`src/hw/rtl/uer_pkg.sv`:
```
// shared types and constants of the ultrasonic echo ranger
`default_nettype none
package uer_pkg;

    // field and register widths
    localparam int COUNT_W       = 16;
    localparam int TICK_W        = 8;
    localparam int DIV_W         = 8;
    localparam int DIST_W        = 24;
    localparam int FRACTION_BITS = 8;
    localparam int CFG_IDX_W     = 3;
    localparam int CFG_DATA_W    = 16;
    localparam int DIV_CNT_W     = $clog2(DIST_W + 1);

    // configuration register indexes
    localparam logic [CFG_IDX_W-1:0] CFG_TRIG_LOW  = 3'd0;
    localparam logic [CFG_IDX_W-1:0] CFG_TRIG_HIGH = 3'd1;
    localparam logic [CFG_IDX_W-1:0] CFG_ECHO_WAIT = 3'd2;
    localparam logic [CFG_IDX_W-1:0] CFG_WIDTH_LIM = 3'd3;
    localparam logic [CFG_IDX_W-1:0] CFG_DIVISOR   = 3'd4;

    // configuration reset values
    localparam logic [TICK_W-1:0]  RST_TRIG_LOW  = 8'd4;
    localparam logic [TICK_W-1:0]  RST_TRIG_HIGH = 8'd10;
    localparam logic [COUNT_W-1:0] RST_ECHO_WAIT = 16'd6000;
    localparam logic [COUNT_W-1:0] RST_WIDTH_LIM = 16'd23200;
    localparam logic [DIV_W-1:0]   RST_DIVISOR   = 8'd58;

    // measurement status codes
    localparam logic [1:0] ST_OK     = 2'd0;
    localparam logic [1:0] ST_STUCK  = 2'd1;
    localparam logic [1:0] ST_NOECHO = 2'd2;
    localparam logic [1:0] ST_WIDTH  = 2'd3;

    // ranging phase
    typedef enum logic [4:0] {
        PH_IDLE    = 5'b00001,
        PH_LOW     = 5'b00010,
        PH_HIGH    = 5'b00100,
        PH_WAIT    = 5'b01000,
        PH_MEASURE = 5'b10000
    } t_phase;

    // input word: one tick
    typedef struct packed {
        logic start_req;
        logic echo_level;
    } t_in;

    // output word: one result per tick
    typedef struct packed {
        logic              trigger_level;
        logic              busy_res;
        logic              done_res;
        logic [1:0]        status;
        logic [DIST_W-1:0] distance_q8;
    } t_out;

    // controller to datapath
    typedef struct packed {
        logic step;
        logic finish;
    } t_cmd;

    // datapath to controller
    typedef struct packed {
        logic need_div;
        logic div_busy;
    } t_stat;

endpackage
`default_nettype wire

```
`src/hw/rtl/uer_ctrl.sv`:
```
// handshake and sequencing controller of the echo ranger
`default_nettype none
module uer_ctrl (
    input  wire logic          i_clk,
    input  wire logic          i_rst_n,
    input  wire logic          i_in_valid,
    output logic               o_in_stall,
    output logic               o_out_valid,
    input  wire logic          i_out_stall,
    input  wire uer_pkg::t_stat i_stat,
    output uer_pkg::t_cmd      o_cmd
);
    import uer_pkg::*;

    typedef enum logic [1:0] {
        C_IDLE = 2'b01,
        C_DIV  = 2'b10
    } t_cstate;

    t_cstate r_state, n_state;
    logic    r_out_valid, n_out_valid;
    logic    out_free;
    logic    accept;
    logic    load_out;

    // output register can take a word this cycle
    assign out_free   = !r_out_valid || !i_out_stall;
    assign o_in_stall = !((r_state == C_IDLE) && out_free);
    assign accept     = i_in_valid && !o_in_stall;

    // sequencing
    always_comb begin
        n_state      = r_state;
        o_cmd.step   = 1'b0;
        o_cmd.finish = 1'b0;
        case (r_state)
            C_IDLE: begin
                if (accept) begin
                    o_cmd.step = 1'b1;
                    if (i_stat.need_div) begin
                        n_state = C_DIV;
                    end
                end
            end
            C_DIV: begin
                if (!i_stat.div_busy && out_free) begin
                    o_cmd.finish = 1'b1;
                    n_state      = C_IDLE;
                end
            end
            default: begin
                n_state = C_IDLE;
            end
        endcase
    end

    assign load_out = (o_cmd.step && !i_stat.need_div) || o_cmd.finish;

    // output valid flag
    always_comb begin
        n_out_valid = r_out_valid;
        if (load_out) begin
            n_out_valid = 1'b1;
        end else if (r_out_valid && !i_out_stall) begin
            n_out_valid = 1'b0;
        end
    end

    always_ff @(posedge i_clk) begin
        if (!i_rst_n) begin
            r_state     <= C_IDLE;
            r_out_valid <= 1'b0;
        end else begin
            r_state     <= n_state;
            r_out_valid <= n_out_valid;
        end
    end

    assign o_out_valid = r_out_valid;

endmodule
`default_nettype wire

```
`src/hw/rtl/uer_dp.sv`:
```
// ranging datapath: registers, phase counter, divider and output word
`default_nettype none
module uer_dp (
    input  wire logic                        i_clk,
    input  wire logic                        i_rst_n,
    input  wire logic                        i_cfg_we,
    input  wire logic [uer_pkg::CFG_IDX_W-1:0]  i_cfg_idx,
    input  wire logic [uer_pkg::CFG_DATA_W-1:0] i_cfg_data,
    input  wire uer_pkg::t_in                i_in_word,
    input  wire uer_pkg::t_cmd               i_cmd,
    output uer_pkg::t_stat                   o_stat,
    output uer_pkg::t_out                    o_out_word
);
    import uer_pkg::*;

    // configuration registers
    logic [TICK_W-1:0]  r_trig_low;
    logic [TICK_W-1:0]  r_trig_high;
    logic [COUNT_W-1:0] r_echo_wait;
    logic [COUNT_W-1:0] r_width_lim;
    logic [DIV_W-1:0]   r_divisor;

    // ranging state
    t_phase             r_phase, n_phase;
    logic [COUNT_W-1:0] r_count, n_count;
    logic [DIST_W-1:0]  r_dist;
    logic [1:0]         r_status, n_status;
    logic               trig;
    logic               done;
    logic [COUNT_W-1:0] count_inc;

    // divider
    logic [DIST_W-1:0]    r_quo;
    logic [DIV_W-1:0]     r_rem;
    logic [DIV_CNT_W-1:0] r_div_cnt;
    logic [DIV_W-1:0]     divisor;
    logic [DIV_W:0]       rem_sh;
    logic                 q_bit;
    logic [DIST_W-1:0]    dividend;

    t_out r_out;

    always_ff @(posedge i_clk) begin
        if (!i_rst_n) begin
            r_trig_low  <= RST_TRIG_LOW;
            r_trig_high <= RST_TRIG_HIGH;
            r_echo_wait <= RST_ECHO_WAIT;
            r_width_lim <= RST_WIDTH_LIM;
            r_divisor   <= RST_DIVISOR;
        end else if (i_cfg_we) begin
            case (i_cfg_idx)
                CFG_TRIG_LOW:  r_trig_low  <= i_cfg_data[TICK_W-1:0];
                CFG_TRIG_HIGH: r_trig_high <= i_cfg_data[TICK_W-1:0];
                CFG_ECHO_WAIT: r_echo_wait <= i_cfg_data[COUNT_W-1:0];
                CFG_WIDTH_LIM: r_width_lim <= i_cfg_data[COUNT_W-1:0];
                CFG_DIVISOR:   r_divisor   <= i_cfg_data[DIV_W-1:0];
                default: ;
            endcase
        end
    end

    assign count_inc = r_count + 1'b1;

    // one tick of the ranging sequence
    always_comb begin
        n_phase  = r_phase;
        n_count  = r_count;
        n_status = r_status;
        trig     = 1'b0;
        done     = 1'b0;
        case (r_phase)
            PH_IDLE: begin
                if (i_in_word.start_req) begin
                    if (r_trig_low == '0) begin
                        n_phase = PH_HIGH;
                        trig    = 1'b1;
                    end else begin
                        n_phase = PH_LOW;
                    end
                    n_count = COUNT_W'(1);
                end
            end
            PH_LOW: begin
                if (r_count >= COUNT_W'(r_trig_low)) begin
                    n_phase = PH_HIGH;
                    n_count = COUNT_W'(1);
                    trig    = 1'b1;
                end else begin
                    n_count = count_inc;
                end
            end
            PH_HIGH: begin
                if (r_count >= COUNT_W'(r_trig_high)) begin
                    if (i_in_word.echo_level) begin
                        n_status = ST_STUCK;
                        done     = 1'b1;
                        n_phase  = PH_IDLE;
                    end else begin
                        n_phase = PH_WAIT;
                    end
                    n_count = '0;
                end else begin
                    n_count = count_inc;
                    trig    = 1'b1;
                end
            end
            PH_WAIT: begin
                if (i_in_word.echo_level) begin
                    // rise tick counts as width one
                    if (r_width_lim <= COUNT_W'(1)) begin
                        n_status = ST_WIDTH;
                        done     = 1'b1;
                        n_phase  = PH_IDLE;
                        n_count  = '0;
                    end else begin
                        n_phase = PH_MEASURE;
                        n_count = COUNT_W'(1);
                    end
                end else begin
                    n_count = count_inc;
                    if (count_inc >= r_echo_wait) begin
                        n_status = ST_NOECHO;
                        done     = 1'b1;
                        n_phase  = PH_IDLE;
                        n_count  = '0;
                    end
                end
            end
            PH_MEASURE: begin
                if (i_in_word.echo_level) begin
                    n_count = count_inc;
                    if (count_inc >= r_width_lim) begin
                        n_status = ST_WIDTH;
                        done     = 1'b1;
                        n_phase  = PH_IDLE;
                        n_count  = '0;
                    end
                end else begin
                    // distance follows from the divider
                    n_status = ST_OK;
                    done     = 1'b1;
                    n_phase  = PH_IDLE;
                    n_count  = '0;
                end
            end
            default: begin
                n_phase = PH_IDLE;
                n_count = '0;
            end
        endcase
    end

    assign o_stat.need_div = (r_phase == PH_MEASURE) && !i_in_word.echo_level;
    assign o_stat.div_busy = (r_div_cnt != '0);

    always_ff @(posedge i_clk) begin
        if (!i_rst_n) begin
            r_phase  <= PH_IDLE;
            r_count  <= '0;
            r_status <= ST_OK;
            r_dist   <= '0;
        end else begin
            if (i_cmd.step) begin
                r_phase  <= n_phase;
                r_count  <= n_count;
                r_status <= n_status;
            end
            if (i_cmd.finish) begin
                r_dist <= r_quo;
            end
        end
    end

    // restoring divider, one quotient bit per cycle
    assign divisor  = (r_divisor == '0) ? DIV_W'(1) : r_divisor;
    assign dividend = DIST_W'({r_count, FRACTION_BITS'(0)});
    assign rem_sh   = {r_rem, r_quo[DIST_W-1]};
    assign q_bit    = (rem_sh >= {1'b0, divisor});

    always_ff @(posedge i_clk) begin
        if (!i_rst_n) begin
            r_div_cnt <= '0;
        end else if (i_cmd.step && o_stat.need_div) begin
            r_div_cnt <= DIV_CNT_W'(DIST_W);
        end else if (r_div_cnt != '0) begin
            r_div_cnt <= r_div_cnt - 1'b1;
        end
    end

    always_ff @(posedge i_clk) begin
        if (i_cmd.step && o_stat.need_div) begin
            r_quo <= dividend;
            r_rem <= '0;
        end else if (r_div_cnt != '0) begin
            r_quo <= {r_quo[DIST_W-2:0], q_bit};
            if (q_bit) begin
                r_rem <= DIV_W'(rem_sh - {1'b0, divisor});
            end else begin
                r_rem <= rem_sh[DIV_W-1:0];
            end
        end
    end

    // output word register
    always_ff @(posedge i_clk) begin
        if (i_cmd.finish) begin
            r_out.trigger_level <= 1'b0;
            r_out.busy_res      <= 1'b0;
            r_out.done_res      <= 1'b1;
            r_out.status        <= ST_OK;
            r_out.distance_q8   <= r_quo;
        end else if (i_cmd.step) begin
            r_out.trigger_level <= trig;
            r_out.busy_res      <= (n_phase != PH_IDLE);
            r_out.done_res      <= done;
            r_out.status        <= n_status;
            r_out.distance_q8   <= r_dist;
        end
    end

    assign o_out_word = r_out;

endmodule
`default_nettype wire

```
`src/hw/rtl/ultrasonic_echo_ranger_core.sv`:
```
// top level of the ultrasonic echo ranger
// Ultrasonic echo ranging controller, one input word per microsecond tick.
// Input channel: i_in_valid / o_in_stall with i_in_word (start request and
// sampled echo level). Output channel: o_out_valid / i_out_stall with
// o_out_word (trigger level, busy, done, status, last distance in Q8 cm).
// Every input word gives exactly one output word.
// A plain word is registered and offered the cycle after acceptance; the
// next word may be taken in that same cycle if the output is free, so one
// word per cycle is sustained.
// The tick that ends a good measurement (echo falling) runs a restoring
// divider of the width by the round-trip divisor, one quotient bit per
// cycle: that word is registered once the divider is done and the output
// is free, and the input stalls meanwhile.
// Configuration: i_cfg_we writes register i_cfg_idx with i_cfg_data;
// unknown indexes are ignored. Write only while the block is idle.
// Reset (synchronous, active low) restores register defaults, idles the
// sequence and clears status and distance. While the receiver stalls the
// output word holds and the input stalls once the output register is full.
`default_nettype none
module ultrasonic_echo_ranger_core (
    input  wire logic                           i_clk,
    input  wire logic                           i_rst_n,
    input  wire logic                           i_cfg_we,
    input  wire logic [uer_pkg::CFG_IDX_W-1:0]  i_cfg_idx,
    input  wire logic [uer_pkg::CFG_DATA_W-1:0] i_cfg_data,
    input  wire logic                           i_in_valid,
    output logic                                o_in_stall,
    input  wire uer_pkg::t_in                   i_in_word,
    output logic                                o_out_valid,
    input  wire logic                           i_out_stall,
    output uer_pkg::t_out                       o_out_word
);
    import uer_pkg::*;

    t_cmd  cmd;
    t_stat stat;

    // sequencing and handshakes
    uer_ctrl u_ctrl (
        .i_clk       (i_clk),
        .i_rst_n     (i_rst_n),
        .i_in_valid  (i_in_valid),
        .o_in_stall  (o_in_stall),
        .o_out_valid (o_out_valid),
        .i_out_stall (i_out_stall),
        .i_stat      (stat),
        .o_cmd       (cmd)
    );

    // ranging datapath
    uer_dp u_dp (
        .i_clk      (i_clk),
        .i_rst_n    (i_rst_n),
        .i_cfg_we   (i_cfg_we),
        .i_cfg_idx  (i_cfg_idx),
        .i_cfg_data (i_cfg_data),
        .i_in_word  (i_in_word),
        .i_cmd      (cmd),
        .o_stat     (stat),
        .o_out_word (o_out_word)
    );

endmodule
`default_nettype wire

```
`config.mk`:
```
export PLATFORM = sky130hd
export DESIGN_NAME = ultrasonic_echo_ranger_core
export DESIGN_NICKNAME = d
export VERILOG_FILES = /design/src/hw/rtl/uer_pkg.sv /design/src/hw/rtl/uer_ctrl.sv /design/src/hw/rtl/uer_dp.sv /design/src/hw/rtl/ultrasonic_echo_ranger_core.sv
export SDC_FILE = /design/constraint.sdc
export NUM_CORES = 1
export LEC_CHECK = 0
export BUFFER_PORTS_ARGS = -buffer_cell sky130_fd_sc_hd__buf_4
export CAP_MARGIN = 20
export CORE_MARGIN = 1
export CORE_UTILIZATION = 40
export DETAILED_ROUTE_END_ITERATION = 16
export PLACE_DENSITY = 0.64
export SLEW_MARGIN = 0
export SYNTH_ARGS = -nofsm -noshare
export SYNTH_HDL_FRONTEND = slang
export SYNTH_SLANG_ARGS = --single-unit
```
`constraint.sdc`:
```
create_clock -name i_clk -period 3 [get_ports i_clk]
set_input_delay 0.75 -clock i_clk [delete_from_list [all_inputs] [get_ports i_clk]]
set_output_delay 0.75 -clock i_clk [all_outputs]
set_load 0.005 [all_outputs]
```
### After elaboration in Yosys (flattened, before gate mapping)

Index checks and enable logic that the tools add are counted.

* bits in registers: 172
* output and inout port bits: 31
* word-level logic and storage cells: 136

* $add $sub $neg: 3
* $lt $le $gt $ge: 6
* eq/ne operators: 16
* mux-type cells: 59
* bitwise logic cells: 1
* reductions and logical operators: 30

Operators by type and width (number)
* two-way mux 16 bit: 7
* two-way mux 24 bit: 4
* one-hot mux 16 bit (5 select lines): 1
* two-way mux 5 bit: 10
* >= comparator 16 bit: 2
* >= comparator 16 x 8 -> 1 bit: 2
* one-hot mux 5 bit (5 select lines): 1
* two-way mux 2 bit: 10
* two-way mux 1 bit: 18
* adder 16 x 1 -> 16 bit, second input constant: 1
* <= comparator 16 x 1 -> 1 bit, second input constant: 1
* zero test 8 bit: 2
* two-way mux 8 bit: 2
* AND reduction 2 bit: 6
* >= comparator 9 x 8 -> 1 bit: 1
* subtractor 8 bit: 1
* logical AND 1 bit: 7
* == test 3 x 2 -> 1 bit, second input constant: 2
* zero test 1 bit: 6
* inequality test 2 x 1 -> 1 bit, second input constant: 3
* one-hot mux 1 bit (3 select lines): 2
* one-hot mux 2 bit (3 select lines): 1
* nonzero test 2 bit: 3
* == test 5 x 1 -> 1 bit, second input constant: 1
* other kinds (20): 21

### Logic depth before layout (Yosys ltp)

* word-level depth: 9
* gate-level depth with buffers: 15
* gate-level depth less buffers: 15

### Modules after synthesis

Synthesis repeated with hierarchy kept, for this count alone.

* cells, all modules: 955
* area, all modules: 8698.3 sq um

By module, submodules not included
* uer_dp: times used 1, cells each 938, area an instance 8545.7 sq um
* uer_ctrl: times used 1, cells each 17, area an instance 152.6 sq um

### Worst setup path before layout

No wires, ideal clock.

* path type: register -> register
* start: register u_dp.r_count[0]
* end: register u_dp.r_phase[0]
* setup time: 114 ps
* arrival: 3153 ps
* data required time: 2886 ps
* setup slack: -267 ps
* stages on the path, launching flop included: 15
* clock period less this slack: 3267 ps
* cells stage by stage: dfxtp_1 ha_1 nand3_1 nor2_1 and3_1 and3_1 xor2_1 ha_1 and2_1 a221oi_1 o21ba_2 a2bb2oi_1 a21o_1 nand4b_1 a21o_1

* word-level cells in the longest chain between the ends: 5

RTL lines
* from (decl): RTL line uer_dp.sv:25 `logic [COUNT_W-1:0] r_count, n_count;`
* from (signal assigned): RTL line uer_dp.sv:165 `r_count <= n_count;`
* adder 16 x 1 -> 16 bit: RTL line uer_dp.sv:62 `assign count_inc = r_count + 1'b1;`
* >= comparator 16 bit, on equally long branches: RTL line uer_dp.sv:132, uer_dp.sv:121
* two-way mux 5 bit, on equally long branches: RTL line uer_dp.sv:132, uer_dp.sv:121
* two-way mux 5 bit, on equally long branches: RTL line uer_dp.sv:130, uer_dp.sv:108
* one-hot mux 5 bit (5 select lines) *: RTL line uer_dp.sv:71 `case (r_phase)`
* to (signal assigned): RTL line uer_dp.sv:164 `r_phase <= n_phase;`
* to (decl): RTL line uer_dp.sv:24 `t_phase r_phase, n_phase;`

Every way passes the cells marked *; elsewhere a longest branch is shown, timed or not.
A chain may end at the register's enable or synchronous reset.

### Final worst setup path

* start: register u_dp.r_count[3]
* end: register u_dp.r_out, in the netlist u_dp.o_out_word[24]

* word-level cells in the longest chain between the ends: 5

RTL lines
* adder 16 x 1 -> 16 bit: RTL line uer_dp.sv:62
* >= comparator 16 bit, on equally long branches: RTL line uer_dp.sv:132, uer_dp.sv:121
* two-way mux 2 bit, on equally long branches: RTL line uer_dp.sv:132, uer_dp.sv:121
* two-way mux 2 bit, on equally long branches: RTL line uer_dp.sv:130, uer_dp.sv:108
* one-hot mux 2 bit (3 select lines) *: RTL line uer_dp.sv:71
* to (decl): RTL line uer_dp.sv:41 `t_out r_out;`

Marked as above.

==> flow_summary_export.csv <==
group,metric,value,unit
synth,synth_cell_types,62,
outcome,status,"finished with violations",
placement,port_buffers,56,
pwr,p_seq_share,44.7,%
grt,gr-total-overflow,0,
clock_network,clock_path_buffers,2,
cells_and_area,fin_nets,1133,
critical_path,cp-start-kind,"flop",
hold_path,worstHoldStart,"u_dp.r_echo_wait[7]",
pwr,vdd.ir_drop.worst,0.4423,mV
synth,syn_area,0.008437,mm^2
placement,placedCellCount,1293,
critical_path,r2r_end,"u_dp.o_out_word[24]",
placement,dp_hpwl,14.55,mm
pwr,p_clk_share,33.9,%
routing,routed-wl-met3,880,um
routing,routed-wl-met2,8.518,mm
critical_path,cpLargestDelayFamily,"simple AND/OR/NAND/NOR gates",
flow_run,cap_violations,0,
grt,grt_pass1_vias,6411,
floorplan,initial_core_util,41.30,%
clock_network,clock-root-buffer,"clkbuf_16",
synth,synth_area_leaders,"dfxtp_1 31%, edfxtp_1 14%, ha_1 8.6%, nand2_1 8.4%, a21oi_1 4.7%",
critical_path,reg2reg_from,"u_dp.r_count[3]",
timing,slew-limit-headroom,51.63,%
timing,fin_worst_skew,0.01089,ns
cells_and_area,utilization,51.21,%
floorplan,dieArea,0.02168,mm^2
routing,drt_wl_total,19.98,mm
timing,fmax,0.3215,GHz
synth,post_synth.cell_area_avg,8.900,um^2
timing,hold_viol_final,0,
routing,top_layer_used,"met4",
synth,async_reset_ff_share,0,%
floorplan,fp-row-count,52,
outcome,violations,"setup timing",
synth,seq_area_frac_synth,45.56,%
timing,slew_viol_final,0,
hold_path,hold_path_depth,2,
synth,synth_edf_count,40,
grt,grt_pass1_wl,33.00,mm
clock_network,clkSinkCount,172,
synth,synth-seq-cells,172,
routing,via_per_inst,5.100,
critical_path,slowest_delay,0.37,ns
pwr,internal-power,4.440,mW
critical_path,cp_max_fo,4,
pwr,powerDensity,619.1,mW/mm^2
timing,tightest_slew,0.7255,ns
cells_and_area,final_layout_size_suffix_gt1_share,23.19,%
pwr,switchingPower,2.037,mW
routing,ant_nets,0,
clock_network,hold_buffers,0,
critical_path,crit_chain,"nand2_4 -> nor4_4 -> nand3_1 -> or2_1 -> and2_4 -> or2_4 -> ha_4 -> nand4_1 -> o21ba_2 -> a2bb2oi_2 -> o211ai_1 -> a41oi_1 -> a31o_2",
cells_and_area,fillers,1926,
routing,drtPass1Iterations,5,
cells_and_area,stdcell_count,1331,
critical_path,cp-end-kind,"flop",
clock_network,h-tree-depth,4,
routing,drt-wirelength-per-cell,15.01,um
routing,drtIter0Drc,396,
pwr,p_sw_share,31.45,%
critical_path,required,3.34,ns
synth,synth_cells,948,
routing,routed-via-count,6788,
grt,grt_start_max_net_pins,41,
timing,fin_crit_sh,103.7,%
floorplan,die_w,147.2,um
placement,gp_congestion,0.8862,
critical_path,reg2regPathDepth,13,
critical_path,crit_slowest_cell,"dfxtp_4",
synth,yosys_warnings,0,
cells_and_area,area_growth,24.01,%
placement,placed_cell_area,0.009568,mm^2
clock_network,cts-buffers-inserted,17,
synth,synth.top_cell.area_share,31.32,%
floorplan,core,0.02043,mm^2
synth,synth_ff_type,"dfxtp_1",
pwr,p_leak,4.459,nW
grt,antenna_found_initial,0,
timing,setup_ws,-0.1102,ns
critical_path,ff2ff_setup_slack,-0.11,ns
hold_path,whs_endpoint,"u_dp.r_echo_wait[7]",
critical_path,worstSetupPathType,"flop to flop",
floorplan,io_pins,57,
grt,grt_usage,19.32,%
synth,syn-num-nets,1033,
hold_path,hp-class,"flop to flop",
pwr,power.share.combinational,21.5,%
clock_network,cts_tree,"done",
critical_path,arrival,3.45,ns
timing,setup-violations-final,23,
timing,post-route-min-period,3.110,ns
routing,wl_met1,10.17,mm
cells_and_area,final_area,0.01046,mm^2
routing,route.detailed.drc,0,
cells_and_area,insertedDiodeCount,0,
clock_network,path_clk_slew,0.08,ns
timing,rsz0062_at_grt,"true",
clock_network,clkLatencyLatePin,0.44,ns
critical_path,cp_num_buf_inv,0,
floorplan,die_y,147.2,um
synth,yosysTopAreaCell,"dfxtp_1",
-- per-stage QoR --
stage          hold slack, ns  setup slack [ns]  total power, mW  TNS [ns]
6_report               0.4546           -0.1102            6.477    -1.353
5_1_grt                0.4763           -0.2760            6.839    -5.161
4_1_cts                0.4570          -0.01863            6.534  -0.03909
3_5_place_dp           0.4470           -0.1790            4.325    -2.849
3_3_place_gp           0.4432          -0.07849            4.297   -0.8979
2_1_floorplan          0.4318         -0.008214            3.941  -0.03270
-- worst reg2reg max path, stage by stage, from the launching register on --
cell       delay [ns]
dfxtp_4          0.37
nand2_4          0.05
nor4_4           0.33
nand3_1          0.14
or2_1            0.24
and2_4           0.17
or2_4            0.26
ha_4             0.28
nand4_1          0.18
o21ba_2          0.27
a2bb2oi_2        0.15
o211ai_1         0.17
a41oi_1          0.17
a31o_2           0.24
-- cells in the final DEF, fill, tap and decap left out, types with 5 or more instances in the layout --
cell | netlist | final
a21o_1 | 5 | 5
a21oi_1 | 79 | 78
and2_1 | 30 | 27
and3_1 | 7 | 5
buf_4 | 0 | 119
clkbuf_16 | 0 | 17
clkinv_8 | 0 | 5
dfxtp_1 | 132 | 123
dfxtp_4 | 0 | 6
edfxtp_1 | 40 | 40
ha_1 | 58 | 54
inv_1 | 63 | 63
mux2_2 | 26 | 26
nand2_1 | 189 | 183
nand2b_1 | 6 | 6
nand3_1 | 34 | 31
nand4_1 | 7 | 7
nor2_1 | 49 | 45
nor2b_1 | 6 | 6
nor3_1 | 8 | 6
nor4_1 | 8 | 8
o211ai_1 | 26 | 26
o21a_1 | 6 | 6
o21ai_0 | 32 | 28
or2_2 | 8 | 7
xnor2_1 | 15 | 11
xor2_1 | 12 | 9
-- logic make-up after synthesis --
| family | after synthesis | synth area share [%] |
|---|---|---|
| simple gates | 371 | 20.41 |
| compound gates | 184 | 13.78 |
| flops | 172 | 45.56 |
| buf+inv | 105 | 4.672 |
| fa+ha+maj | 59 | 8.839 |
| mux | 30 | 3.945 |
| xor+xnor | 27 | 2.803 |
-- power by group through the flow --
stage                     combinational [mW]  sequential [mW]  clock [mW]
final                                   1.39             2.89        2.19
after global routing                    1.57             2.93        2.34
after CTS                               1.40             2.89        2.24
after floorplan                         1.05             2.89           0
after global placement                  1.36             2.94           0
after detailed placement                1.38             2.94           0
-- layout make-up --
cell class | count | area [um^2] | share of cell area (%)
multi-input cells | 671 | 4472 | 42.74
flip-flops and latches | 172 | 3870 | 36.99
clock buffers | 17 | 425.4 | 4.066
clock inverters | 15 | 172.7 | 1.650
repair buffers | 122 | 944.7 | 9.029
inverters | 64 | 240.2 | 2.296
well taps | 270 | 337.8 | 3.229
-- routing by layer --
layer | track usage, % | up-vias
met5 | 0 | -
met4 | 7.629 | 0
met3 | 3.416 | 30
met2 | 28.44 | 137
met1 | 27.89 | 3152
li1 | - | 3469
-- synthesized netlist by cell type, drive strengths merged, types with 3 or more instances --
library cell,instances
clkbuf,38
dfxtp,132
nor3,8
a32o,3
or3,3
xor2,12
nand3,35
edfxtp,40
nand2b,6
a21oi,79
and2,30
mux2,26
nor4,9
xnor2,15
o21a,6
and3,7
o211ai,26
o31ai,3
or2,10
a21o,5
ha,58
nor2,50
mux2i,4
buf,3
nand3b,4
a211oi,5
inv,63
nand4,7
nor2b,7
o21ai,34
nand2,189
-- flip-flops by register name (all words and copies together), names as in the netlist, 5 cells and up --
signal            count
u_dp.r_dist          24
u_dp.r_quo           24
u_dp.r_div_cnt        5
u_dp.o_out_word      29
u_dp.r_width_lim     16
u_dp.r_trig_high      8
u_dp.r_trig_low       8
u_dp.r_count         16
u_dp.r_phase          5
u_dp.r_rem            8
u_dp.r_echo_wait     16
u_dp.r_divisor        8
-- what timing repair did --
action,4_1_cts,5_1_grt
resized for setup,36,12
setup endpoints to repair,25,25
setup buffers,6,1
pin swaps,24,9
-- worst max-delay path by stage --
stage / start / to / slack (ns) / depth (start not counted)
after floorplan: u_dp.r_count[0] / u_dp.r_count[12] / -0.008 / 14
after global placement: u_dp.r_count[8] / u_dp.r_phase[0] / -0.08 / 14
after detailed placement: u_dp.r_count[0] / u_dp.r_count[1] / -0.18 / 15
after CTS: u_dp.r_count[4] / u_dp.r_phase[0] / -0.02 / 14
after global routing: u_dp.r_count[3] / u_dp.o_out_word[24] / -0.28 / 13
final: u_dp.r_count[3] / u_dp.o_out_word[24] / -0.11 / 13
(Power assumes the default switching activity.)
